<file path="config.mk">
export PLATFORM = sky130hd
export DESIGN_NAME = pes_ctrl
export DESIGN_NICKNAME = d
export VERILOG_FILES = /design/src/pes_pkg.sv /design/src/pes_ctrl.sv
export SDC_FILE = /design/constraint.sdc
export NUM_CORES = 1
export LEC_CHECK = 0
export BUFFER_PORTS_ARGS = -buffer_cell sky130_fd_sc_hd__buf_4
export CAP_MARGIN = 30
export CORE_ASPECT_RATIO = 1.25
export CORE_MARGIN = 4
export CORE_UTILIZATION = 52
export DETAILED_ROUTE_END_ITERATION = 7
export GPL_TIMING_DRIVEN = 1
export PLACE_DENSITY_LB_ADDON = 0.05
export REMOVE_ABC_BUFFERS = 1
export SLEW_MARGIN = 20
export SYNTH_ARGS = -nofsm -noshare
export SYNTH_HDL_FRONTEND = slang
export SYNTH_SLANG_ARGS = --single-unit
</file>
<file path="constraint.sdc">
create_clock -name clk -period 2.8 [get_ports clk]
set_clock_uncertainty 0.2 [all_clocks]
set_input_delay 0.28 -clock clk [delete_from_list [all_inputs] [get_ports clk]]
set_output_delay 0.28 -clock clk [all_outputs]
set_load 0.02 [all_outputs]
</file>
<file path="src/pes_pkg.sv">
`timescale 1ns / 1ps
// Shared types and constants of the particle Euler integrator.
// Command/status structs between controller and datapath, action and register codes.
package pes_pkg;

  // Command codes carried by the action field
  localparam logic [3:0] ACT_RESET   = 4'd0;
  localparam logic [3:0] ACT_CLEAR   = 4'd1;
  localparam logic [3:0] ACT_GRAVITY = 4'd2;
  localparam logic [3:0] ACT_HEAD    = 4'd3;
  localparam logic [3:0] ACT_SELF    = 4'd4;
  localparam logic [3:0] ACT_EULER   = 4'd5;
  localparam logic [3:0] ACT_GOAL    = 4'd6;
  localparam logic [3:0] ACT_PLACE   = 4'd7;
  localparam logic [3:0] ACT_SETVEL  = 4'd8;

  // Configuration register indexes
  localparam logic [2:0] CFG_TIME_STEP = 3'd0;
  localparam logic [2:0] CFG_MASS      = 3'd1;
  localparam logic [2:0] CFG_GRAV_X    = 3'd2;
  localparam logic [2:0] CFG_GRAV_Y    = 3'd3;
  localparam logic [2:0] CFG_GRAV_Z    = 3'd4;
  localparam logic [2:0] CFG_RADIUS    = 3'd5;
  localparam logic [2:0] CFG_IS_ROOT   = 3'd6;

  // Datapath write-back operations
  typedef enum logic [3:0] {
    WB_NONE, WB_SIMPLE, WB_DIFF, WB_ACC, WB_T_DIV, WB_T_MULQ, WB_FORCE_ADD, WB_SELF,
    WB_VEL, WB_POS, WB_PROJ, WB_STILL, WB_TV, WB_GOALPOS, WB_PIN, WB_CONTACT
  } wb_t;

  // Multiplier operand pairs
  typedef enum logic [2:0] {M_DD, M_RT, M_DT_T, M_DT_VEL, M_REACH_D} mul_t;

  // Divider operand pairs
  typedef enum logic [1:0] {D_HEAD, D_ACC, D_PROJ, D_GOAL} dsel_t;

  typedef struct packed {
    logic       load_in;
    logic       load_out;
    wb_t        wb;
    mul_t       mul;
    dsel_t      dsel;
    logic       div_start;
    logic       sqrt_start;
    logic [1:0] k;
  } cmd_t;

  typedef struct packed {
    logic hit;
    logic len_zero;
    logic still;
    logic div_done;
    logic sqrt_done;
  } sts_t;

  // Clamp a wide signed value to the 32-bit range
  function automatic logic signed [31:0] sat32(input logic signed [71:0] v);
    logic signed [71:0] hi;
    logic signed [71:0] lo;
    hi = 72'sh7FFF_FFFF;
    lo = -72'sh8000_0000;
    if (v > hi) return 32'sh7FFF_FFFF;
    else if (v < lo) return 32'sh8000_0000;
    else return v[31:0];
  endfunction

endpackage

</file>
<file path="src/pes_ctrl.sv">
`timescale 1ns / 1ps
// Controller: sequences each command through the datapath one component at a time.
// Depends on pes_pkg; drives pes_dp through cmd_t and reads sts_t.
module pes_ctrl (
  input  logic          clk,
  input  logic          rst,
  input  logic          in_valid,
  output logic          in_ready,
  input  logic [3:0]    action,
  output logic          out_valid,
  input  logic          out_ready,
  input  pes_pkg::sts_t sts,
  output pes_pkg::cmd_t cmd
);
  import pes_pkg::*;

  typedef enum logic [29:0] {
    ST_IDLE      = 30'd1 << 0,
    ST_SIMPLE    = 30'd1 << 1,
    ST_DIFF      = 30'd1 << 2,
    ST_SQ_MUL    = 30'd1 << 3,
    ST_SQ_ACC    = 30'd1 << 4,
    ST_SQRT_GO   = 30'd1 << 5,
    ST_SQRT_WAIT = 30'd1 << 6,
    ST_CHECK     = 30'd1 << 7,
    ST_HD_DIV    = 30'd1 << 8,
    ST_HD_WAIT   = 30'd1 << 9,
    ST_HD_MUL1   = 30'd1 << 10,
    ST_HD_T      = 30'd1 << 11,
    ST_HD_MUL2   = 30'd1 << 12,
    ST_HD_ADD    = 30'd1 << 13,
    ST_EU_DIV    = 30'd1 << 14,
    ST_EU_WAIT   = 30'd1 << 15,
    ST_EU_MUL    = 30'd1 << 16,
    ST_EU_VEL    = 30'd1 << 17,
    ST_EU_PMUL   = 30'd1 << 18,
    ST_EU_POS    = 30'd1 << 19,
    ST_PJ_MUL    = 30'd1 << 20,
    ST_PJ_DIV    = 30'd1 << 21,
    ST_PJ_WAIT   = 30'd1 << 22,
    ST_GO_CHECK  = 30'd1 << 23,
    ST_GO_DIV    = 30'd1 << 24,
    ST_GO_WAIT   = 30'd1 << 25,
    ST_GO_MUL    = 30'd1 << 26,
    ST_GO_POS    = 30'd1 << 27,
    ST_PIN       = 30'd1 << 28,
    ST_OUT       = 30'd1 << 29
  } state_t;

  state_t     state;
  state_t     state_next;
  logic [1:0] k;
  logic [1:0] k_next;
  logic [3:0] act;
  logic [3:0] act_next;
  logic       last;

  assign last = (k == 2'd2);

  always_comb begin
    state_next = state;
    k_next     = k;
    act_next   = act;
    in_ready   = 1'b0;
    cmd        = '0;
    cmd.wb     = WB_NONE;
    cmd.mul    = M_DD;
    cmd.dsel   = D_HEAD;
    cmd.k      = k;
    unique case (state)
      ST_IDLE: begin
        in_ready = 1'b1;
        if (in_valid) begin
          cmd.load_in = 1'b1;
          act_next    = action;
          k_next      = '0;
          case (action)
            ACT_HEAD, ACT_SELF: state_next = ST_DIFF;
            ACT_EULER:          state_next = ST_EU_DIV;
            ACT_GOAL:           state_next = ST_GO_CHECK;
            default:            state_next = ST_SIMPLE;
          endcase
        end
      end
      ST_SIMPLE: begin
        cmd.wb     = WB_SIMPLE;
        state_next = ST_OUT;
      end
      ST_DIFF: begin
        cmd.wb     = WB_DIFF;
        k_next     = '0;
        state_next = ST_SQ_MUL;
      end
      ST_SQ_MUL: begin
        cmd.mul    = M_DD;
        state_next = ST_SQ_ACC;
      end
      ST_SQ_ACC: begin
        cmd.wb = WB_ACC;
        if (last) begin
          k_next     = '0;
          state_next = ST_SQRT_GO;
        end else begin
          k_next     = k + 2'd1;
          state_next = ST_SQ_MUL;
        end
      end
      ST_SQRT_GO: begin
        cmd.sqrt_start = 1'b1;
        state_next     = ST_SQRT_WAIT;
      end
      ST_SQRT_WAIT: begin
        if (sts.sqrt_done) state_next = ST_CHECK;
      end
      ST_CHECK: begin
        k_next = '0;
        if (act == ACT_SELF) begin
          if (sts.hit) cmd.wb = WB_SELF;
          state_next = ST_OUT;
        end else if (act == ACT_HEAD) begin
          if (sts.hit) cmd.wb = WB_CONTACT;
          state_next = (sts.hit && !sts.len_zero) ? ST_HD_DIV : ST_OUT;
        end else begin
          if (sts.hit) cmd.wb = WB_CONTACT;
          state_next = (sts.hit && !sts.len_zero) ? ST_PJ_MUL : ST_PIN;
        end
      end
      ST_HD_DIV: begin
        cmd.dsel      = D_HEAD;
        cmd.div_start = 1'b1;
        state_next    = ST_HD_WAIT;
      end
      ST_HD_WAIT: begin
        if (sts.div_done) begin
          cmd.wb     = WB_T_DIV;
          state_next = ST_HD_MUL1;
        end
      end
      ST_HD_MUL1: begin
        cmd.mul    = M_RT;
        state_next = ST_HD_T;
      end
      ST_HD_T: begin
        cmd.wb     = WB_T_MULQ;
        state_next = ST_HD_MUL2;
      end
      ST_HD_MUL2: begin
        cmd.mul    = M_RT;
        state_next = ST_HD_ADD;
      end
      ST_HD_ADD: begin
        cmd.wb = WB_FORCE_ADD;
        if (last) begin
          state_next = ST_OUT;
        end else begin
          k_next     = k + 2'd1;
          state_next = ST_HD_DIV;
        end
      end
      ST_EU_DIV: begin
        cmd.dsel      = D_ACC;
        cmd.div_start = 1'b1;
        state_next    = ST_EU_WAIT;
      end
      ST_EU_WAIT: begin
        if (sts.div_done) begin
          cmd.wb     = WB_T_DIV;
          state_next = ST_EU_MUL;
        end
      end
      ST_EU_MUL: begin
        cmd.mul    = M_DT_T;
        state_next = ST_EU_VEL;
      end
      ST_EU_VEL: begin
        cmd.wb = WB_VEL;
        if (last) begin
          k_next     = '0;
          state_next = ST_EU_PMUL;
        end else begin
          k_next     = k + 2'd1;
          state_next = ST_EU_DIV;
        end
      end
      ST_EU_PMUL: begin
        cmd.mul    = M_DT_VEL;
        state_next = ST_EU_POS;
      end
      ST_EU_POS: begin
        cmd.wb = WB_POS;
        if (last) begin
          k_next     = '0;
          state_next = ST_DIFF;
        end else begin
          k_next     = k + 2'd1;
          state_next = ST_EU_PMUL;
        end
      end
      ST_PJ_MUL: begin
        cmd.mul    = M_REACH_D;
        state_next = ST_PJ_DIV;
      end
      ST_PJ_DIV: begin
        cmd.dsel      = D_PROJ;
        cmd.div_start = 1'b1;
        state_next    = ST_PJ_WAIT;
      end
      ST_PJ_WAIT: begin
        if (sts.div_done) begin
          cmd.wb = WB_PROJ;
          if (last) begin
            state_next = ST_PIN;
          end else begin
            k_next     = k + 2'd1;
            state_next = ST_PJ_MUL;
          end
        end
      end
      ST_GO_CHECK: begin
        k_next = '0;
        if (sts.still) begin
          cmd.wb     = WB_STILL;
          state_next = ST_PIN;
        end else begin
          state_next = ST_GO_DIV;
        end
      end
      ST_GO_DIV: begin
        cmd.dsel      = D_GOAL;
        cmd.div_start = 1'b1;
        state_next    = ST_GO_WAIT;
      end
      ST_GO_WAIT: begin
        if (sts.div_done) begin
          cmd.wb     = WB_TV;
          state_next = ST_GO_MUL;
        end
      end
      ST_GO_MUL: begin
        cmd.mul    = M_DT_T;
        state_next = ST_GO_POS;
      end
      ST_GO_POS: begin
        cmd.wb = WB_GOALPOS;
        if (last) begin
          state_next = ST_PIN;
        end else begin
          k_next     = k + 2'd1;
          state_next = ST_GO_DIV;
        end
      end
      ST_PIN: begin
        cmd.wb     = WB_PIN;
        state_next = ST_OUT;
      end
      ST_OUT: begin
        // hold the finished item until the result register is free
        if (!out_valid || out_ready) begin
          cmd.load_out = 1'b1;
          state_next   = ST_IDLE;
        end
      end
      default: state_next = ST_IDLE;
    endcase
  end

  always_ff @(posedge clk) begin
    if (rst) begin
      state     <= ST_IDLE;
      k         <= '0;
      act       <= '0;
      out_valid <= 1'b0;
    end else begin
      state     <= state_next;
      k         <= k_next;
      act       <= act_next;
      out_valid <= cmd.load_out | (out_valid & ~out_ready);
    end
  end

endmodule

</file>
==> summary.txt, run 1 <==
Status
  • Outcome: complete, but fails checks
  • Failing checks: negative setup slack

Detailed routing
  • Routed wire length: 7862 um
  • Initial DRC Count: 299
  • Initial DRT Pass Iterations: 5
  • Remaining DRCs: 0
  • Wire per inst: 18.16 um
  • DRT antenna net count: 0
  • Via count: 2718
  • Avg Vias per Cell: 6.277

STA
  • Max Slew Vio Count: 0
  • Slew headroom: 67.07%
  • Hold Vio Cnt, Final: 0
  • Worst-Margin Slew: 489.9 ps
  • RSZ-0062 raised after global routing: yes
  • Hold slack: 65.96 ps
  • PnR worst setup slack: -34.89 ps
  • Final min period: 2835 ps
  • Final TNS setup: -34.89 ps
  • Period utilization: 101.2%
  • Final setup fails: 1
  • Fmax: 352.7 MHz

Setup path
  • WS Path Type: reg2out
  • Crit start category: flop
  • Reg2reg path depth: 8
  • CP Capture Type: output pin
  • Critical R2R Capture: state[8]$_SDFFE_PP0P_
  • Crit-path cells: nor4_4 > nand4_1 > or3_1 > buf_4 > nand2_1 > o21ai_0 > nand4_1 > buf_6
  • Max stage delay on crit path: 470 ps
  • Crit Path Max Fanout: 5
  • Crit Reg-Reg Startpoint: state[15]$_SDFFE_PP0P_
  • CP Data Required Time: 2320 ps
  • Register-to-register setup slack: 70 ps
  • Crit path from: state[15]$_SDFFE_PP0P_
  • Worst setup path endpoint: cmd[11]
  • Most frequent CP cell: nand4_1
  • Worst EP arrival: 2350 ps
  • Critical Path Slowest Stage Cell: or3_1

Job
  • Max-Cap Viols: 0

Power
  • Static Leakage: 1.411 nW
  • Combinational power share: 32.3%
  • Net Sw Power: 546.3 uW
  • Cell area power density: 510.5 mW/mm^2
  • Seq pwr share: 34.5%
  • Total power: 1.682 mW
  • Max VDD drop: 0.3627 mV
  • Int Pwr: 1.136 mW
  • Sw Ratio: 32.47%
  • Clk pwr share: 33.3%

Floorplan
  • Area of the core: 0.004197 sq mm
  • Die Ht: 82.80 um
  • # rows: 26
  • Starting Density: 55.46%
  • I/O Pins: 30
  • Die width: 67.84 um
  • Die area: 0.005616 sq mm

Placement
  • Port Buffers: 29
  • Post-DP HPWL: 5609 um
  • # placed instances: 410
  • Placer Congestion: 0.9172
  • Setup WS pre-CTS: 80.77 ps
  • Placed Instance Area: 0.002848 sq mm

Cells and area
  • Share of cells above drive strength 1: 35.01%
  • Fin area: 0.003296 sq mm
  • Synthesis-to-finish area growth: 41.61%
  • Post-Route Utilization: 78.53%
  • # nets final: 392
  • Non-Filler Instances: 433
  • Diode count: 0

GRT
  • GRT Total Usage: 29.15%
  • First-pass GRT wire length: 12210 um
  • Gr ovfl total: 0
  • Largest net degree at the start of global routing: 21
  • Vias in the first global route: 2598
  • Initial antenna violation count: 0

Yosys
  • Syn. warnings: 0
  • Mapped Area: 0.002327 sq mm
  • Top flip-flop cell by instance count after synthesis: dfxtp_1
  • Synth async-reset ratio: 0%
  • Synthesis-stage register bit count: 37
  • Post-synthesis sequential area ratio: 31.83%
  • Post-Syn Instances: 296
  • Syn Area/Cell: 7.862 sq um
  • Number of synthesized flops with an enable pin: 0
  • Number of distinct library cells after synthesis: 53

Clocking
  • TritonCTS Buffers: 5
  • Number of clock sinks: 37
  • TritonCTS clock tree: done
  • Max H-tree Level: 2
  • CTS max path bufs: 2
  • Clk pin slew, worst setup/hold paths: 80 ps
  • Root Buffer: clkbuf_8
  • Clk_lat worst skew: 300 ps

Worst hold path
  • Hold WC Path Type: in2reg
## synthesized netlist by cell type, drive strengths merged, types with 2 or more instances
cell | n | share of area [%]
xnor2 | 2 | 0.75
buf | 3 | 1.2
a21oi | 17 | 3.7
a41oi | 3 | 1.1
nor3 | 16 | 3.4
nor3b | 6 | 2.2
nand4b | 10 | 3.8
a22oi | 2 | 0.64
and3 | 3 | 0.81
nor2b | 2 | 0.54
nand3b | 6 | 1.9
nand2 | 33 | 5.3
nor4 | 17 | 7.8
or4b | 3 | 1.3
and4 | 2 | 0.75
xor2 | 2 | 0.75
ha | 3 | 1.6
dfxtp | 37 | 32
nand4 | 11 | 3.0
nand3 | 8 | 1.7
clkbuf | 2 | 0.32
or4 | 5 | 1.8
nor2 | 50 | 8.1
a2111oi | 2 | 0.75
and4b | 2 | 1.0
o22ai | 2 | 0.54
or3 | 3 | 0.81
a31oi | 3 | 0.81
inv | 13 | 2.1
nor4b | 3 | 1.1
o21ai | 5 | 1.1
nand2b | 7 | 1.9
## critical path, delay by kind of cell (launching register included)
kind | cells | cell delay [ps]
flops | 1 | 360
simple gates | 5 | 1300
compound gates | 1 | 80
buf+inv | 2 | 310
## worst min path at each step
stage                                   start                   to  slack (ps)  cells past startpoint
after CTS                           action[3]  act[3]$_SDFFE_PP0P_          60                      3
final                               action[3]  act[3]$_SDFFE_PP0P_          70                      3
after detailed placement  act[1]$_SDFFE_PP0P_  act[1]$_SDFFE_PP0P_         260                      2
after floorplan                           rst  act[0]$_SDFFE_PP0P_         150                      1
after global placement    act[0]$_SDFFE_PP0P_  act[0]$_SDFFE_PP0P_         260                      2
after global routing                action[3]  act[3]$_SDFFE_PP0P_          60                      3
## sequential cells by signal, indices dropped and copies added (netlist names)
name and cells:
k 2, state 30, out_valid 1, act 4
## area by class of cell
type	count	area (sq um)
Clock buffer	5	68.82
Clock inverter	3	65.06
Fill cell	287	900.9
Inverter	13	51.30
Multi-Input combinational cell	241	1654
Sequential cell	37	758.2
Tap cell	56	70.07
Timing Repair Buffer	78	628.1
## logic make-up (layout without fill, tap and decap cells)
family | Yosys count | count (layout) | share of synthesized area, %
and+or+nand+nor | 190 | 190 | 48.23
AOI/OAI and AO/OA | 43 | 43 | 12.74
DFF | 37 | 37 | 31.83
buffers and inverters | 18 | 99 | 3.602
xor gates and xnor gates | 4 | 4 | 1.506
adders and majority gates | 3 | 3 | 1.613
muxes | 1 | 1 | 0.4838
## power by group through the flow
stage | registers, mW | logic [mW] | clock network, mW
floorplan | 0.594 | 0.260 | 0
global placement | 0.588 | 0.435 | 0
detailed placement | 0.588 | 0.439 | 0
CTS | 0.576 | 0.462 | 0.561
global route | 0.583 | 0.583 | 0.589
finish | 0.580 | 0.543 | 0.559
## metal layers
| metal | wire length [um] | GRT usage (%) | vias up |
|---|---|---|---|
| met5 | 0 | 0 | - |
| met4 | 297 | 11.93 | 0 |
| met3 | 673 | 6.199 | 41 |
| met2 | 3837 | 51.12 | 145 |
| met1 | 3053 | 34.05 | 1259 |
| li1 | - | - | 1273 |
## repair_timing
action,CTS,global route
resized for setup,14,36
hold buffers,0,0
pin swaps,8,26
setup endpoints to repair,5,29
setup buffers,8,7
## layout by cell type (no fill, tap or decap), drive strengths merged, types with 2 or more instances in the layout
master   netlist  routed
or4b           3       3
nor2b          2       2
xnor2          2       2
o22ai          2       2
a2111oi        2       2
a21oi         17      17
nand2b         7       7
a41oi          3       3
dfxtp         37      37
and4           2       2
nor4          17      17
nor4b          3       3
clkbuf         2       5
and4b          2       2
buf            3      78
inv           13      13
nand3          8       8
nor3b          6       6
xor2           2       2
nor2          50      50
and3           3       3
nand4b        10      10
ha             3       3
nand4         11      11
o21ai          5       5
nand3b         6       6
or3            3       3
nor3          16      16
a31oi          3       3
bufinv         0       2
a22oi          2       2
or4            5       5
nand2         33      33
No activity file was read; power rests on OpenSTA's default activity.
==> run 2, diff against run 1 <==
- CORE_MARGIN: 4 -> 2
- GPL_TIMING_DRIVEN: 1 -> 0
==> run 2 against run 1 <==
Flip-flop and latch count stayed put. Critical path type is now reg2reg. The run still ends with negative setup slack left. Largest power group is now combinational cells. Final cell count shrank 1.6%. Maximum frequency decreased by 1.8%. Core utilization down 2.4 points.
==> summary.txt, run 2 (synthesis results as in run 1) <==
Status
  • Outcome: complete, but fails checks (unchanged)
  • Failing checks: negative setup slack (unchanged)

GRT
  • GRT Total Usage: 32.06% (was 29.15%)
  • Largest net degree at the start of global routing: 22 (was 21)
  • Gr ovfl total: 0 (unchanged)
  • Initial antenna violation count: 0 (unchanged)
  • Vias in the first global route: 2520 (was 2598)
  • First-pass GRT wire length: 12500 um (was 12210 um)

Power
  • Static Leakage: 1.348 nW (was 1.411 nW)
  • Cell area power density: 470.8 mW/mm^2 (was 510.5 mW/mm^2)
  • Max VDD drop: 0.3688 mV (was 0.3627 mV)

STA
  • Hold Vio Cnt, Final: 0 (unchanged)
  • RSZ-0062 raised after global routing: yes (unchanged)
  • Final min period: 2886 ps (was 2835 ps)
  • PnR worst setup slack: -85.95 ps (was -34.89 ps)
  • Period utilization: 103.1% (was 101.2%)
  • Fmax: 346.5 MHz (was 352.7 MHz)
  • Max Slew Vio Count: 0 (unchanged)
  • Worst-Margin Slew: 573.2 ps (was 489.9 ps)
  • Final setup fails: 22 (was 1)
  • Hold slack: 47.67 ps (was 65.96 ps)
  • Slew headroom: 61.44% (was 67.07%)

Detailed routing
  • Avg Vias per Cell: 6.387 (was 6.277)
  • Via count: 2721 (was 2718)
  • DRT antenna net count: 0 (unchanged)
  • Wire per inst: 19.39 um (was 18.16 um)
  • Routed wire length: 8259 um (was 7862 um)
  • Remaining DRCs: 0 (unchanged)
  • Initial DRT Pass Iterations: 5 (unchanged)
  • Initial DRC Count: 185 (was 299)

Floorplan
  • Starting Density: 53.40% (was 55.46%)
  • Die width: 63.84 um (was 67.84 um)
  • I/O Pins: 30 (unchanged)
  • Die Ht: 78.80 um (was 82.80 um)
  • Die area: 0.005030 sq mm (was 0.005616 sq mm)
  • Area of the core: 0.004358 sq mm (was 0.004197 sq mm)
  • # rows: 27 (was 26)

Cells and area
  • Diode count: 0 (unchanged)
  • Non-Filler Instances: 426 (was 433)
  • Highest-count cells in the layout ignoring fill and taps: buf_4 (63), nor2_1 (39), dfxtp_1 (31) (was buf_4 (69), nor2_1 (47), nand2_1 (32))
  • Fin area: 0.003317 sq mm (was 0.003296 sq mm)
  • Synthesis-to-finish area growth: 42.53% (was 41.61%)
  • # nets final: 383 (was 392)
  • Reg area: 755.7 sq um (was 758.2 sq um)
  • Largest registers: state x30, act x4, k x2 (unchanged)
  • Multi-input logic area: 0.001839 sq mm (was 0.001654 sq mm)
  • Commonest non-fill, non-tap cell in the layout: buf_4 (unchanged)
  • Max reg flops: 30 (unchanged)
  • Fillers: 317 (was 287)
  • Share of cells above drive strength 1: 38.04% (was 35.01%)
  • Biggest register: state (unchanged)

Clocking
  • TritonCTS Buffers: 5 (unchanged)
  • Number of clock sinks: 37 (unchanged)
  • Clk pin slew, worst setup/hold paths: 70 ps (was 80 ps)
  • TritonCTS clock tree: done (unchanged)
  • Max H-tree Level: 2 (unchanged)
  • CTS max path bufs: 2 (unchanged)
  • Root Buffer: clkbuf_8 (unchanged)
  • Clk_lat worst skew: 290 ps (was 300 ps)

Setup path
  • Max stage delay on crit path: 560 ps (was 470 ps)
  • CP Data Required Time: 2780 ps (was 2320 ps)
  • Worst EP arrival: 2860 ps (was 2350 ps)
  • WS Path Type: reg2reg (was reg2out)
  • CP Capture Type: flop (was output pin)
  • Crit start category: flop (unchanged)
  • Critical Path Slowest Stage Cell: or4b_4 (was or3_1)
  • Crit Path Max Fanout: 8 (was 5)
  • Crit-path cells: nor4_4 > buf_4 > nand4_1 > buf_6 > or4b_4 > and4b_4 > o221ai_4 > nor3_2 > a221o_1 (was nor4_4 > nand4_1 > or3_1 > buf_4 > nand2_1 > o21ai_0 > nand4_1 > buf_6)

Worst hold path
  • Hold WC Path Type: in2reg (unchanged)

Job
  • Max-Cap Viols: 0 (unchanged)

Placement
  • Placer Congestion: 0.9533 (was 0.9172)
  • Post-DP HPWL: 5202 um (was 5609 um)
  • # placed instances: 378 (was 410)
  • Placed Instance Area: 0.002582 sq mm (was 0.002848 sq mm)
  • Port Buffers: 29 (unchanged)
run 2: changes by cell type in the layout (fill, tap and decap cells not counted), sizes merged:
cell	delta
buf	-11
clkbuf	+3
bufinv	-2
or2	+2
clkinv	-1
run 2: cell type report:
cell class	instances	share of cell area, %
Clock buffer	8	2.414
Inverter	13	1.547
Multi-Input combinational cell	243	55.45
Sequential cell	37	22.78
Tap cell	58	2.188
Timing Repair Buffer	67	15.62
run 2: metal layers:
layer  global-route usage, %  share of wire (%)  vias to the layer above
met1                   37.27                 38                     1269
met3                   6.799                8.1                       43
li1                        -                  -                     1251
met2                   55.10                 48                      158
met5                       0                  0                        -
met4                   16.09                5.2                        0
run 2: final timing paths:
kind / cells after the start / slack, ps / to / start
max: 9 / -90 / state[0]$_SDFFE_PP1P_ / state[29]$_SDFFE_PP0P_
min: 3 / 50 / act[3]$_SDFFE_PP0P_ / action[3]
max reg2reg: 9 / -90 / state[0]$_SDFFE_PP1P_ / state[29]$_SDFFE_PP0P_
min reg2reg: 2 / 270 / act[2]$_SDFFE_PP0P_ / act[2]$_SDFFE_PP0P_
run 2: power by group:
| group | internal (mW) | switching, mW | total [mW] |
|---|---|---|---|
| Clock | 0.177 | 0.187 | 0.364 |
| Combinational | 0.263 | 0.355 | 0.618 |
| Sequential | 0.548 | 0.0313 | 0.579 |
run 2: timing repair:
| action | CTS | global route |
|---|---|---|
| pin swaps | 17 | 37 |
| setup endpoints to repair | 45 | 32 |
| buffers inserted | 25 | 13 |
| cloned | 1 | 1 |
| gates resized for setup | 38 | 45 |
| hold buffers | 0 | 0 |
run 2: worst max-delay path: cells and delay by family (launching register included):
kind	cells	cell delay [ps]
and+or+nand+nor	5	1240
AOI/OAI and AO/OA	2	580
DFF	1	360
buffers and inverters	2	400
run 2: through the flow:
step	utilization [%]	TNS (ps)	power (mW)	setup slack (ps)
CTS	69.71	-6.017	1.469	-6.017
finish	76.11	-1303	1.562	-85.95
detailed placement	59.26	-26550	0.9886	-1079
global route	76.11	-4063	1.626	-187.3
floorplan	-	-3824	0.8536	-199.8
global placement	59.26	-25180	0.9890	-1091
